$ cat config.mk
export PLATFORM = sky130hd
export DESIGN_NAME = layered_link_health_supervisor
export DESIGN_NICKNAME = d
export VERILOG_FILES = /design/src/rtl/llhs_pkg.sv /design/src/rtl/llhs_timer_bank.sv /design/src/rtl/layered_link_health_supervisor.sv
export SDC_FILE = /design/constraint.sdc
export NUM_CORES = 1
export LEC_CHECK = 0
export ABC_AREA = 0
export BUFFER_PORTS_ARGS = -buffer_cell sky130_fd_sc_hd__buf_4
export CAP_MARGIN = 10
export CORE_MARGIN = 1
export CORE_UTILIZATION = 65
export CTS_CLUSTER_SIZE = 25
export DETAILED_ROUTE_END_ITERATION = 16
export GPL_TIMING_DRIVEN = 1
export PLACE_DENSITY = 0.95
export SLEW_MARGIN = 20
export SYNTH_ARGS = -nofsm -noshare
export SYNTH_HDL_FRONTEND = slang
export SYNTH_SLANG_ARGS = --single-unit
$ cat constraint.sdc
create_clock -name clk -period 11.2 [get_ports clk]
set_input_delay 0.56 -clock clk [delete_from_list [all_inputs] [get_ports clk]]
set_output_delay 0.56 -clock clk [all_outputs]
set_load 0.005 [all_outputs]
$ cat src/rtl/llhs_pkg.sv
package llhs_pkg;

  localparam int TIMER_BITS = 16;
  localparam int NUM_TIMERS = 7;

  typedef logic [TIMER_BITS-1:0] timer_t;
  localparam timer_t TMR_MAX = '1;

  localparam int T_ETH    = 0;
  localparam int T_LOCAL  = 1;
  localparam int T_REMOTE = 2;
  localparam int T_SLAC   = 3;
  localparam int T_SDP    = 4;
  localparam int T_TCP    = 5;
  localparam int T_APPL   = 6;

  typedef logic [2:0] req_t;
  localparam req_t REQ_TICK  = 3'd0;
  localparam req_t REQ_MODEM = 3'd1;
  localparam req_t REQ_SLAC  = 3'd2;
  localparam req_t REQ_SDP   = 3'd3;
  localparam req_t REQ_TCP   = 3'd4;
  localparam req_t REQ_APPL  = 3'd5;

  typedef logic [6:0] level_t;
  localparam level_t LVL_NONE   = 7'd0;
  localparam level_t LVL_ETH    = 7'd5;
  localparam level_t LVL_LOCAL  = 7'd10;
  localparam level_t LVL_SLAC   = 7'd15;
  localparam level_t LVL_REMOTE = 7'd20;
  localparam level_t LVL_SDP    = 7'd50;
  localparam level_t LVL_TCP    = 7'd80;
  localparam level_t LVL_APPL   = 7'd100;

  typedef logic [2:0] cfg_idx_t;
  localparam cfg_idx_t CFG_SHORT_HOLD    = 3'd0;
  localparam cfg_idx_t CFG_REMOTE_HOLD   = 3'd1;
  localparam cfg_idx_t CFG_SLAC_HOLD     = 3'd2;
  localparam cfg_idx_t CFG_TICKS_PER_SEC = 3'd3;
  localparam cfg_idx_t CFG_ETH_ALWAYS_UP = 3'd4;

  typedef struct packed {
    logic [15:0] short_hold;
    logic [15:0] remote_modem_hold;
    logic [15:0] slac_hold;
    logic [7:0]  tps_eff;
    logic        eth_always_up;
  } cfg_t;

  function automatic timer_t sat_hold(input logic [31:0] v);
    timer_t r;
    if (v > 32'(TMR_MAX)) begin
      r = TMR_MAX;
    end else begin
      r = v[TIMER_BITS-1:0];
    end
    return r;
  endfunction

endpackage

$ cat src/rtl/llhs_timer_bank.sv
module llhs_timer_bank
  import llhs_pkg::*;
(
  input  logic       clk,
  input  logic       rst_n,
  input  logic       step_en,
  input  req_t       req,
  input  logic [2:0] modems,
  input  logic [7:0] secs,
  input  cfg_t       cfg,
  output level_t     lvl_nxt
);

  timer_t      timer_r   [NUM_TIMERS];
  timer_t      timer_nxt [NUM_TIMERS];
  timer_t      dec       [NUM_TIMERS];
  logic [15:0] appl_prod;

  always_comb begin
    for (int i = 0; i < NUM_TIMERS; i++) begin
      dec[i] = (timer_r[i] != '0) ? timer_r[i] - 1'b1 : timer_r[i];
    end
  end

  always_comb begin
    if (dec[T_APPL] != '0) begin
      lvl_nxt = LVL_APPL;
    end else if (dec[T_TCP] != '0) begin
      lvl_nxt = LVL_TCP;
    end else if (dec[T_SDP] != '0) begin
      lvl_nxt = LVL_SDP;
    end else if (dec[T_REMOTE] != '0) begin
      lvl_nxt = LVL_REMOTE;
    end else if (dec[T_SLAC] != '0) begin
      lvl_nxt = LVL_SLAC;
    end else if (dec[T_LOCAL] != '0) begin
      lvl_nxt = LVL_LOCAL;
    end else if (dec[T_ETH] != '0) begin
      lvl_nxt = LVL_ETH;
    end else begin
      lvl_nxt = LVL_NONE;
    end
  end

  assign appl_prod = 16'(secs) * 16'(cfg.tps_eff);

  always_comb begin
    timer_nxt = timer_r;
    case (req)
      REQ_TICK: begin
        timer_nxt = dec;
        if (cfg.eth_always_up) begin
          timer_nxt[T_ETH] = sat_hold(32'(cfg.short_hold));
        end
      end
      REQ_MODEM: begin
        if (modems >= 3'd1) begin
          timer_nxt[T_LOCAL] = sat_hold(32'(cfg.short_hold));
        end
        if (modems >= 3'd2) begin
          timer_nxt[T_REMOTE] = sat_hold(32'(cfg.remote_modem_hold));
        end
      end
      REQ_SLAC: begin
        timer_nxt[T_SLAC] = sat_hold(32'(cfg.slac_hold));
      end
      REQ_SDP: begin
        timer_nxt[T_SDP] = sat_hold(32'(cfg.short_hold));
      end
      REQ_TCP: begin
        timer_nxt[T_TCP] = sat_hold(32'(cfg.short_hold));
      end
      REQ_APPL: begin
        timer_nxt[T_APPL] = sat_hold(32'(appl_prod));
      end
      default: begin
        timer_nxt = timer_r;
      end
    endcase
  end

  always_ff @(posedge clk) begin
    if (!rst_n) begin
      for (int i = 0; i < NUM_TIMERS; i++) begin
        timer_r[i] <= '0;
      end
    end else if (step_en) begin
      timer_r <= timer_nxt;
    end
  end

endmodule

$ cat src/rtl/layered_link_health_supervisor.sv
// A result is registered in the output register in the cycle after its transaction is taken.
// Throughput: one transaction per cycle while in_stall is low; the timer bank updates in a single pass.
// A new transaction is taken while a waiting result is being drained in the same cycle.
// Reset (rst_n low, synchronous) clears all timers, the level and the second counter,
// empties the output register and restores the register defaults.
module layered_link_health_supervisor
  import llhs_pkg::*;
(
  input  logic        clk,
  input  logic        rst_n,
  input  logic        in_valid,
  output logic        in_stall,
  input  logic [2:0]  in_req_type,
  input  logic [2:0]  in_modems_found,
  input  logic [7:0]  in_appl_timeout_s,
  output logic        out_valid,
  input  logic        out_stall,
  output logic [6:0]  out_conn_level,
  output logic        out_level_changed,
  output logic        out_second_mark,
  output logic        out_no_link,
  input  logic        cfg_valid,
  output logic        cfg_ready,
  input  logic [2:0]  cfg_index,
  input  logic [15:0] cfg_data
);

  logic [15:0] short_hold_r;
  logic [15:0] remote_hold_r;
  logic [15:0] slac_hold_r;
  logic [7:0]  tps_r;
  logic        eth_up_r;
  cfg_t        cfg;

  logic        accept;
  logic        is_tick;
  level_t      lvl_nxt;
  level_t      level_r;
  logic [7:0]  sec_cnt_r;
  logic [8:0]  sec_inc;
  logic        sec_wrap;
  logic        mark;

  logic        out_valid_r;
  level_t      out_level_r;
  logic        out_changed_r;
  logic        out_mark_r;
  logic        out_no_link_r;

  assign cfg_ready = 1'b1;

  always_ff @(posedge clk) begin
    if (!rst_n) begin
      short_hold_r  <= 16'd165;
      remote_hold_r <= 16'd330;
      slac_hold_r   <= 16'd660;
      tps_r         <= 8'd33;
      eth_up_r      <= 1'b1;
    end else if (cfg_valid && cfg_ready) begin
      case (cfg_index)
        CFG_SHORT_HOLD:    short_hold_r  <= cfg_data;
        CFG_REMOTE_HOLD:   remote_hold_r <= cfg_data;
        CFG_SLAC_HOLD:     slac_hold_r   <= cfg_data;
        CFG_TICKS_PER_SEC: tps_r         <= cfg_data[7:0];
        CFG_ETH_ALWAYS_UP: eth_up_r      <= cfg_data[0];
        default: begin
        end
      endcase
    end
  end

  always_comb begin
    cfg.short_hold        = short_hold_r;
    cfg.remote_modem_hold = remote_hold_r;
    cfg.slac_hold         = slac_hold_r;
    cfg.tps_eff           = (tps_r == 8'd0) ? 8'd1 : tps_r;
    cfg.eth_always_up     = eth_up_r;
  end

  assign in_stall = out_valid_r && out_stall;
  assign accept   = in_valid && !in_stall;
  assign is_tick  = (in_req_type == REQ_TICK);

  llhs_timer_bank u_timer_bank (
    .clk     (clk),
    .rst_n   (rst_n),
    .step_en (accept),
    .req     (in_req_type),
    .modems  (in_modems_found),
    .secs    (in_appl_timeout_s),
    .cfg     (cfg),
    .lvl_nxt (lvl_nxt)
  );

  assign sec_inc  = {1'b0, sec_cnt_r} + 9'd1;
  assign sec_wrap = sec_inc >= {1'b0, cfg.tps_eff};
  assign mark     = (sec_cnt_r == 8'd0);

  always_ff @(posedge clk) begin
    if (!rst_n) begin
      level_r   <= LVL_NONE;
      sec_cnt_r <= 8'd0;
    end else if (accept && is_tick) begin
      level_r   <= lvl_nxt;
      sec_cnt_r <= sec_wrap ? 8'd0 : sec_inc[7:0];
    end
  end

  always_ff @(posedge clk) begin
    if (!rst_n) begin
      out_valid_r <= 1'b0;
    end else if (accept) begin
      out_valid_r <= 1'b1;
    end else if (!out_stall) begin
      out_valid_r <= 1'b0;
    end
  end

  always_ff @(posedge clk) begin
    if (accept) begin
      if (is_tick) begin
        out_level_r   <= lvl_nxt;
        out_changed_r <= (lvl_nxt != level_r);
        out_mark_r    <= mark;
        out_no_link_r <= mark && (lvl_nxt < LVL_ETH);
      end else begin
        out_level_r   <= level_r;
        out_changed_r <= 1'b0;
        out_mark_r    <= 1'b0;
        out_no_link_r <= 1'b0;
      end
    end
  end

  assign out_valid         = out_valid_r;
  assign out_conn_level    = out_level_r;
  assign out_level_changed = out_changed_r;
  assign out_second_mark   = out_mark_r;
  assign out_no_link       = out_no_link_r;

  a_report_no_flags: assert property (@(posedge clk) disable iff (!rst_n)
    (accept && !is_tick) |=> (!out_changed_r && !out_mark_r && !out_no_link_r))
    else $error("flags set on a report transaction");

  a_no_link_needs_mark: assert property (@(posedge clk) disable iff (!rst_n)
    (out_valid_r && out_no_link_r) |-> (out_mark_r && out_level_r == LVL_NONE))
    else $error("no_link without second mark or with live level");

  a_level_legal: assert property (@(posedge clk) disable iff (!rst_n)
    level_r == LVL_NONE || level_r == LVL_ETH || level_r == LVL_LOCAL ||
    level_r == LVL_SLAC || level_r == LVL_REMOTE || level_r == LVL_SDP ||
    level_r == LVL_TCP || level_r == LVL_APPL)
    else $error("illegal connection level");

  a_out_tracks_level: assert property (@(posedge clk) disable iff (!rst_n)
    accept |=> (out_level_r == level_r))
    else $error("result level differs from stored level");

endmodule
Yosys cells after proc, flatten, opt, wreduce, memory -nomap -nowiden
Index checks and enable logic that the tools add are counted.

word-level totals
  register bits after elaboration = 195
  bits of input ports = 38
  output and inout port bits = 13
  logic and storage cells = 112

operators by class
  add/subtract/negate cells = 8
  multipliers = 1
  magnitude comparators = 4
  equality and inequality tests = 13
  mux-type cells = 27
  reductions and logical operators = 40

operators by type and width
  operator                 count
  $reduce_bool A16 Y1      14
  $mux W16                 10
  $pmux W16 S2             4
  $sub A16 B1 Y16 const B  7
  $pmux W32 S2             1
  $mux W7                  7
  $reduce_and A2 Y1        10
  $logic_not A8 Y1         2
  $mul A8 B8 Y16           1
  $mux W8                  2
  $eq A3 B2 Y1 const B     4
  $reduce_bool A2 Y1       5
  $add A8 B1 Y9 const B    1
  $eq A3 B3 Y1 const B     3
  $ge A9 B8 Y1             1
  $lt A7 B3 Y1 const B     1
  $ne A7 B7 Y1             1
  $eq A3 B1 Y1 const B     2
  $logic_not A3 Y1         2
  $ne A2 B1 Y1 const B     3
  $reduce_and A3 Y1        2
  $logic_and A1 B1 Y1      4
  $ge A3 B1 Y1 const B     1
  $ge A3 B2 Y1 const B     1
  other kinds (3)          4

Depth between registers and ports, before layout
  word-level depth = 12
  mapped depth = 21
  mapped depth without buffers = 20

Cells and area by module
Synthesis repeated with hierarchy kept, for this count alone.

second synthesis, totals
  cells, all modules = 1864
  area, all modules = 14122.3 sq um

modules (own cells, without submodules)
  module                          times used  cells each  area an instance (sq um)  seq. area each (sq um)
  llhs_timer_bank                 1           1444        10446.3                   2242.2
  layered_link_health_supervisor  1           420         3676.0                    1761.7

Worst setup path before layout
Ideal clock, no wire load.

  kind = input port to flip-flop
  from = input in_appl_timeout_s[3]
  to = register u_timer_bank.timer_r[14] in the netlist's numbering
  setup time = 0.086 ns
  arrival = 4.564 ns
  data required time = 11.114 ns
  slack = 6.551 ns
  stages on the path = 18
  buffers on the path = 0
  cell sequence = and2_1 fa_1 inv_1 fa_1 inv_1 fa_1 inv_1 fa_1 inv_1 ha_1 a21oi_1 nand2b_1 a21boi_0 o31a_1 o41ai_1 xnor2_1 a21oi_1 a211oi_1

on the way
  word-level cells in the longest chain between the ends = 2

RTL lines
  item                  line                                  text
  start, declared       layered_link_health_supervisor.sv:15  input logic [7:0] in_appl_timeout_s,
  $mul A8 B8 Y16        llhs_timer_bank.sv:45                 assign appl_prod = 16'(secs) * 16'(cfg.tps_eff);
  $pmux W16 S2          llhs_timer_bank.sv:49                 case (req)
  end signal, assigned  llhs_timer_bank.sv:88                 timer_r <= timer_nxt;
  end, declared         llhs_timer_bank.sv:14                 timer_t timer_r [NUM_TIMERS];

No other way between the ends.
A chain may end at the register's enable or synchronous reset.

Worst setup path in the final report
  from = register tps_r[4]
  to = register u_timer_bank.timer_r[14] in the netlist's numbering

on the way
  word-level cells in the longest chain between the ends = 4

RTL lines
  item                    line                                  text
  start, declared         layered_link_health_supervisor.sv:31  logic [7:0] tps_r;
  start signal, assigned  layered_link_health_supervisor.sv:64  CFG_TICKS_PER_SEC: tps_r <= cfg_data[7:0];
  $logic_not A8 Y1        layered_link_health_supervisor.sv:76  cfg.tps_eff = (tps_r == 8'd0) ? 8'd1 : tps_r;
  $mux W8 *               layered_link_health_supervisor.sv:76
  $mul A8 B8 Y16 *        llhs_timer_bank.sv:45
  $pmux W16 S2 *          llhs_timer_bank.sv:49

Every way passes the cells marked *; elsewhere a longest branch is shown, timed or not.

==> summary.md <==
| Metric | Value |
|---|---|
| Outcome | `finished clean` |
| Register bit count reported by yosys | `195` |
| Residual antenna-violating net count after detailed routing | `0` |
| Share of the synthesized area in the top cell type | `26.5%` |
| Deepest clock path buffer count | `2` |
| IR Drop Worst-Case VDD | `0.114 mV` |
| Violation count after the first detailed-route iteration | `1710` |
| Xor and xnor fraction of the mapped netlist area | `1.82%` |
| Compound-cell area share of the yosys netlist | `22.7%` |
| Clock tree from TritonCTS | `yes` |
| Number of enable-type register cells in the synthesized netlist | `10` |
| Final Hold Violating Endpoints | `0` |
| Clock sink count | `195` |
| P per Cell Area | `147 nW/µm²` |
| CP Capture Type | `register` |
| Core region area | `21000 µm²` |
| Level count of the clock H-tree | `4` |
| Final wirelength | `39600 µm` |
| Instance count along the most critical hold path | `2` |
| Hold buffers post-CTS | `0` |
| Highest clock frequency the design can meet | `193 MHz` |
| Remaining global-route overflow | `0` |
| Total Nets Final | `1991` |
| Most frequently used flop master after synthesis | `sky130_fd_sc_hd__dfxtp_1` |
| Post-synth top area cell | `sky130_fd_sc_hd__dfxtp_1` |
| Setup repair bufs after CTS | `0` |
| Root buffer cell | `sky130_fd_sc_hd__clkbuf_16` |
| Via total after detailed routing | `14200` |
| Global-route wire length before repair | `64300 µm` |
| Routability Congestion | `0.945` |
| Aggregate global-route resource usage | `36.3%` |
| Die boundary width | `149 µm` |
| Post-synth design cell area | `14000 µm²` |
| Mean area per synthesized cell | `7.37 µm²` |
| CP startpoint kind | `register` |
| Buffers on Ports | `49` |
| Critical-path cell list | `nor4_1 -> a41o_1 -> and2_1 -> fa_1 -> ha_1 -> inv_1 -> fa_1 -> inv_1 -> ha_1 -> a21o_1 -> a21oi_1 -> o21ai_0 -> a21oi_1 -> nand2b_1 -> a21boi_0 -> o31a_1 -> o41ai_1 -> xnor2_1 -> a21oi_1 -> a211oi_1` |
| Max stage delay on crit path | `0.58 ns` |
| Final clock period utilization by the worst path | `46.3%` |
| Via density | `6.61` |
| Gate Count Post-Synth | `1896` |
| Via count of the first global-routing pass | `13200` |
| Depth of the worst register-to-register path | `20` |
| Leakage power total | `6.00 nW` |
| Post-synthesis net count | `2023` |
| Warnings, synthesis | `0` |
| Standard cell area after detailed placement | `14400 µm²` |
| Most prevalent standard cell on the critical path | `sky130_fd_sc_hd__a21oi_1` |
| Largest net degree at the start of global routing | `96` |
| WS Path Type | `reg2reg` |
| Simple-gate portion of the synthesized area | `29.8%` |
| Sequential element share of the synthesized area | `28.6%` |
| Initial cell density of the core | `66.5%` |
| Headroom to the max-slew limit | `24.9%` |
| Layout cell share with drive strength beyond 1 | `7.35%` |
| Detailed Routing Iterations Pass 1 | `9` |
| DRC violations left | `0` |
| Number of placed I/O pins | `51` |
| Period minus WS final | `5.19 ns` |
| Total Neg Setup Slack | `0 ns` |
| Worst EP arrival | `5.54 ns` |
| Clock edge transition at the registers on the reported setup and hold paths | `0.07 ns` |
| Clock latency at the later pin of the worst-skew pair | `0.45 ns` |
| Post-cts sizing count | `0` |
| Post-synthesis share of cell area spent on full adders, half adders and majority gates | `9.90%` |
| Final max-slew violation count | `0` |
| Async set-or-reset flop fraction in the synthesized netlist | `0%` |
| Slowest stage cell, crit path | `sky130_fd_sc_hd__fa_1` |
| Unrepaired setup endpoints after global routing | `false` |
| Number of CTS-inserted buffers | `17` |
| Final setup vio count | `0` |
| Die height | `149 µm` |
| Cell types with the highest counts after synthesis | `sky130_fd_sc_hd__nand2_1, sky130_fd_sc_hd__a21oi_1, sky130_fd_sc_hd__nor2_1` |
| Number of antenna violations at the first check in global routing | `0` |
| Mux share of post-synthesis cell area | `1.32%` |
| Floorplan row count | `53` |
| Die Footprint | `22100 µm²` |
| Combinational family with the most area after synthesis | `simple AND/OR/NAND/NOR gates` |
| Worst clock skew on the final layout | `0.0119 ns` |
| Cell types with the largest area share after synthesis | `sky130_fd_sc_hd__dfxtp_1, sky130_fd_sc_hd__a21oi_1, sky130_fd_sc_hd__nand2_1, sky130_fd_sc_hd__nor2_1, sky130_fd_sc_hd__fa_1` |
| Highest fanout seen on the critical path | `11` |
| Post-synthesis to final-layout area growth | `6.68%` |
| Detailed-route wire length per cell | `18.4 µm` |
| Class of the tightest hold or removal check | `in2reg` |
| Dpl hpwl | `27900 µm` |
| Slew of the pin with the lowest slew margin | `1.12 ns` |
| Max-cap violations | `0` |
| Number of distinct standard cells referenced by the synthesized netlist | `94` |
| Post-route standard cell area excluding fillers | `14900 µm²` |
| Most frequent cell after synthesis | `sky130_fd_sc_hd__nand2_1` |
| Data required time of the worst path | `11.55 ns` |
state kept, by name, indices dropped and copies added, names as in the netlist:
register,count
eth_up_r,1
level_r,7
out_conn_level,7
out_level_changed,1
out_no_link,1
out_second_mark,1
out_valid,1
remote_hold_r,16
sec_cnt_r,8
short_hold_r,16
slac_hold_r,16
tps_r,8
u_timer_bank.timer_r,112
worst max-delay path: cells and delay by family, from the launching register on:
family	cells	cell delay [ns]
adder cells (fa/ha/maj)	4	1.60
flip-flops	1	0.43
AO/OA/AOI/OAI	10	2.12
buffers and inverters	2	0.11
AND/OR/NAND/NOR	3	0.65
XOR/XNOR	1	0.17
through the flow:
stage	std cells	total power [W]	hold slack, ns	setup slack [ns]	utilization, %
3_3_place_gp	2120	0.00155	0.441	6.23	68.3
4_1_cts	2152	0.00217	0.336	6.03	70.9
6_report	2153	0.00219	0.339	6.01	70.9
5_1_grt	2152	0.00230	0.357	5.53	70.9
3_5_place_dp	2120	0.00158	0.447	6.00	68.3
2_1_floorplan	1896	0.00139	0.433	6.55	-
layer usage:
metal,share of wire (%),GRT usage (%),vias to the layer above
met5,0,0,-
met1,39,46.7,6640
li1,-,-,6664
met2,46,59.2,793
met3,10,6.13,145
met4,4.1,17.2,0
cell families (layout without fill, tap and decap cells):
group	Yosys count	count (layout)
other	1	2
flip-flops	195	195
adder cells (fa/ha/maj)	89	89
AND/OR/NAND/NOR	838	838
AO/OA/AOI/OAI	519	519
buffers and inverters	207	188
XOR/XNOR	29	29
multiplexers	18	18
report_power, final:
part | switching, W | total [W] | internal [W]
logic | 0.000504 | 0.000824 | 0.000320
registers | 0.0000432 | 0.000771 | 0.000728
clock network | 0.000300 | 0.000594 | 0.000293
path summary, 6_finish.rpt:
kind	startpoint	slack [ns]	end
worst min-delay path	in_valid	0.34	out_valid
worst min register to register	slac_hold_r[5]	0.46	slac_hold_r[5]
worst max-delay path	tps_r[4]	6.01	u_timer_bank.timer_r[14]
worst max register to register	tps_r[4]	6.01	u_timer_bank.timer_r[14]
cell usage in the layout, fill, tap and decap left out, types with 14 or more instances in the layout:
master,count
sky130_fd_sc_hd__mux2i_1,14
sky130_fd_sc_hd__o22ai_1,21
sky130_fd_sc_hd__ha_1,53
sky130_fd_sc_hd__nor3_1,73
sky130_fd_sc_hd__a21oi_1,218
sky130_fd_sc_hd__a211oi_1,26
sky130_fd_sc_hd__nand2b_1,15
sky130_fd_sc_hd__nand4_1,19
sky130_fd_sc_hd__nor4_1,29
sky130_fd_sc_hd__nand2_1,268
sky130_fd_sc_hd__clkbuf_16,17
sky130_fd_sc_hd__a21o_1,14
sky130_fd_sc_hd__fa_1,36
sky130_fd_sc_hd__o31ai_1,15
sky130_fd_sc_hd__o211ai_1,16
sky130_fd_sc_hd__dfxtp_1,185
sky130_fd_sc_hd__buf_4,61
sky130_fd_sc_hd__inv_1,94
sky130_fd_sc_hd__or3_1,20
sky130_fd_sc_hd__and2_1,68
sky130_fd_sc_hd__nor2_1,205
sky130_fd_sc_hd__xnor2_1,21
sky130_fd_sc_hd__nand3_1,50
sky130_fd_sc_hd__o21ai_0,104
cell type report:
cell class                      instances  area, µm²
Clock buffer                           19        433
Antenna cell                            1       2.50
Clock inverter                         13        120
Timing Repair Buffer                   61        458
Multi-Input combinational cell       1494       9190
Tap cell                              275        344
Inverter                               95        359
Fill cell                            1607       6110
Sequential cell                       195       4000
Power figures use the tool's default switching activity.
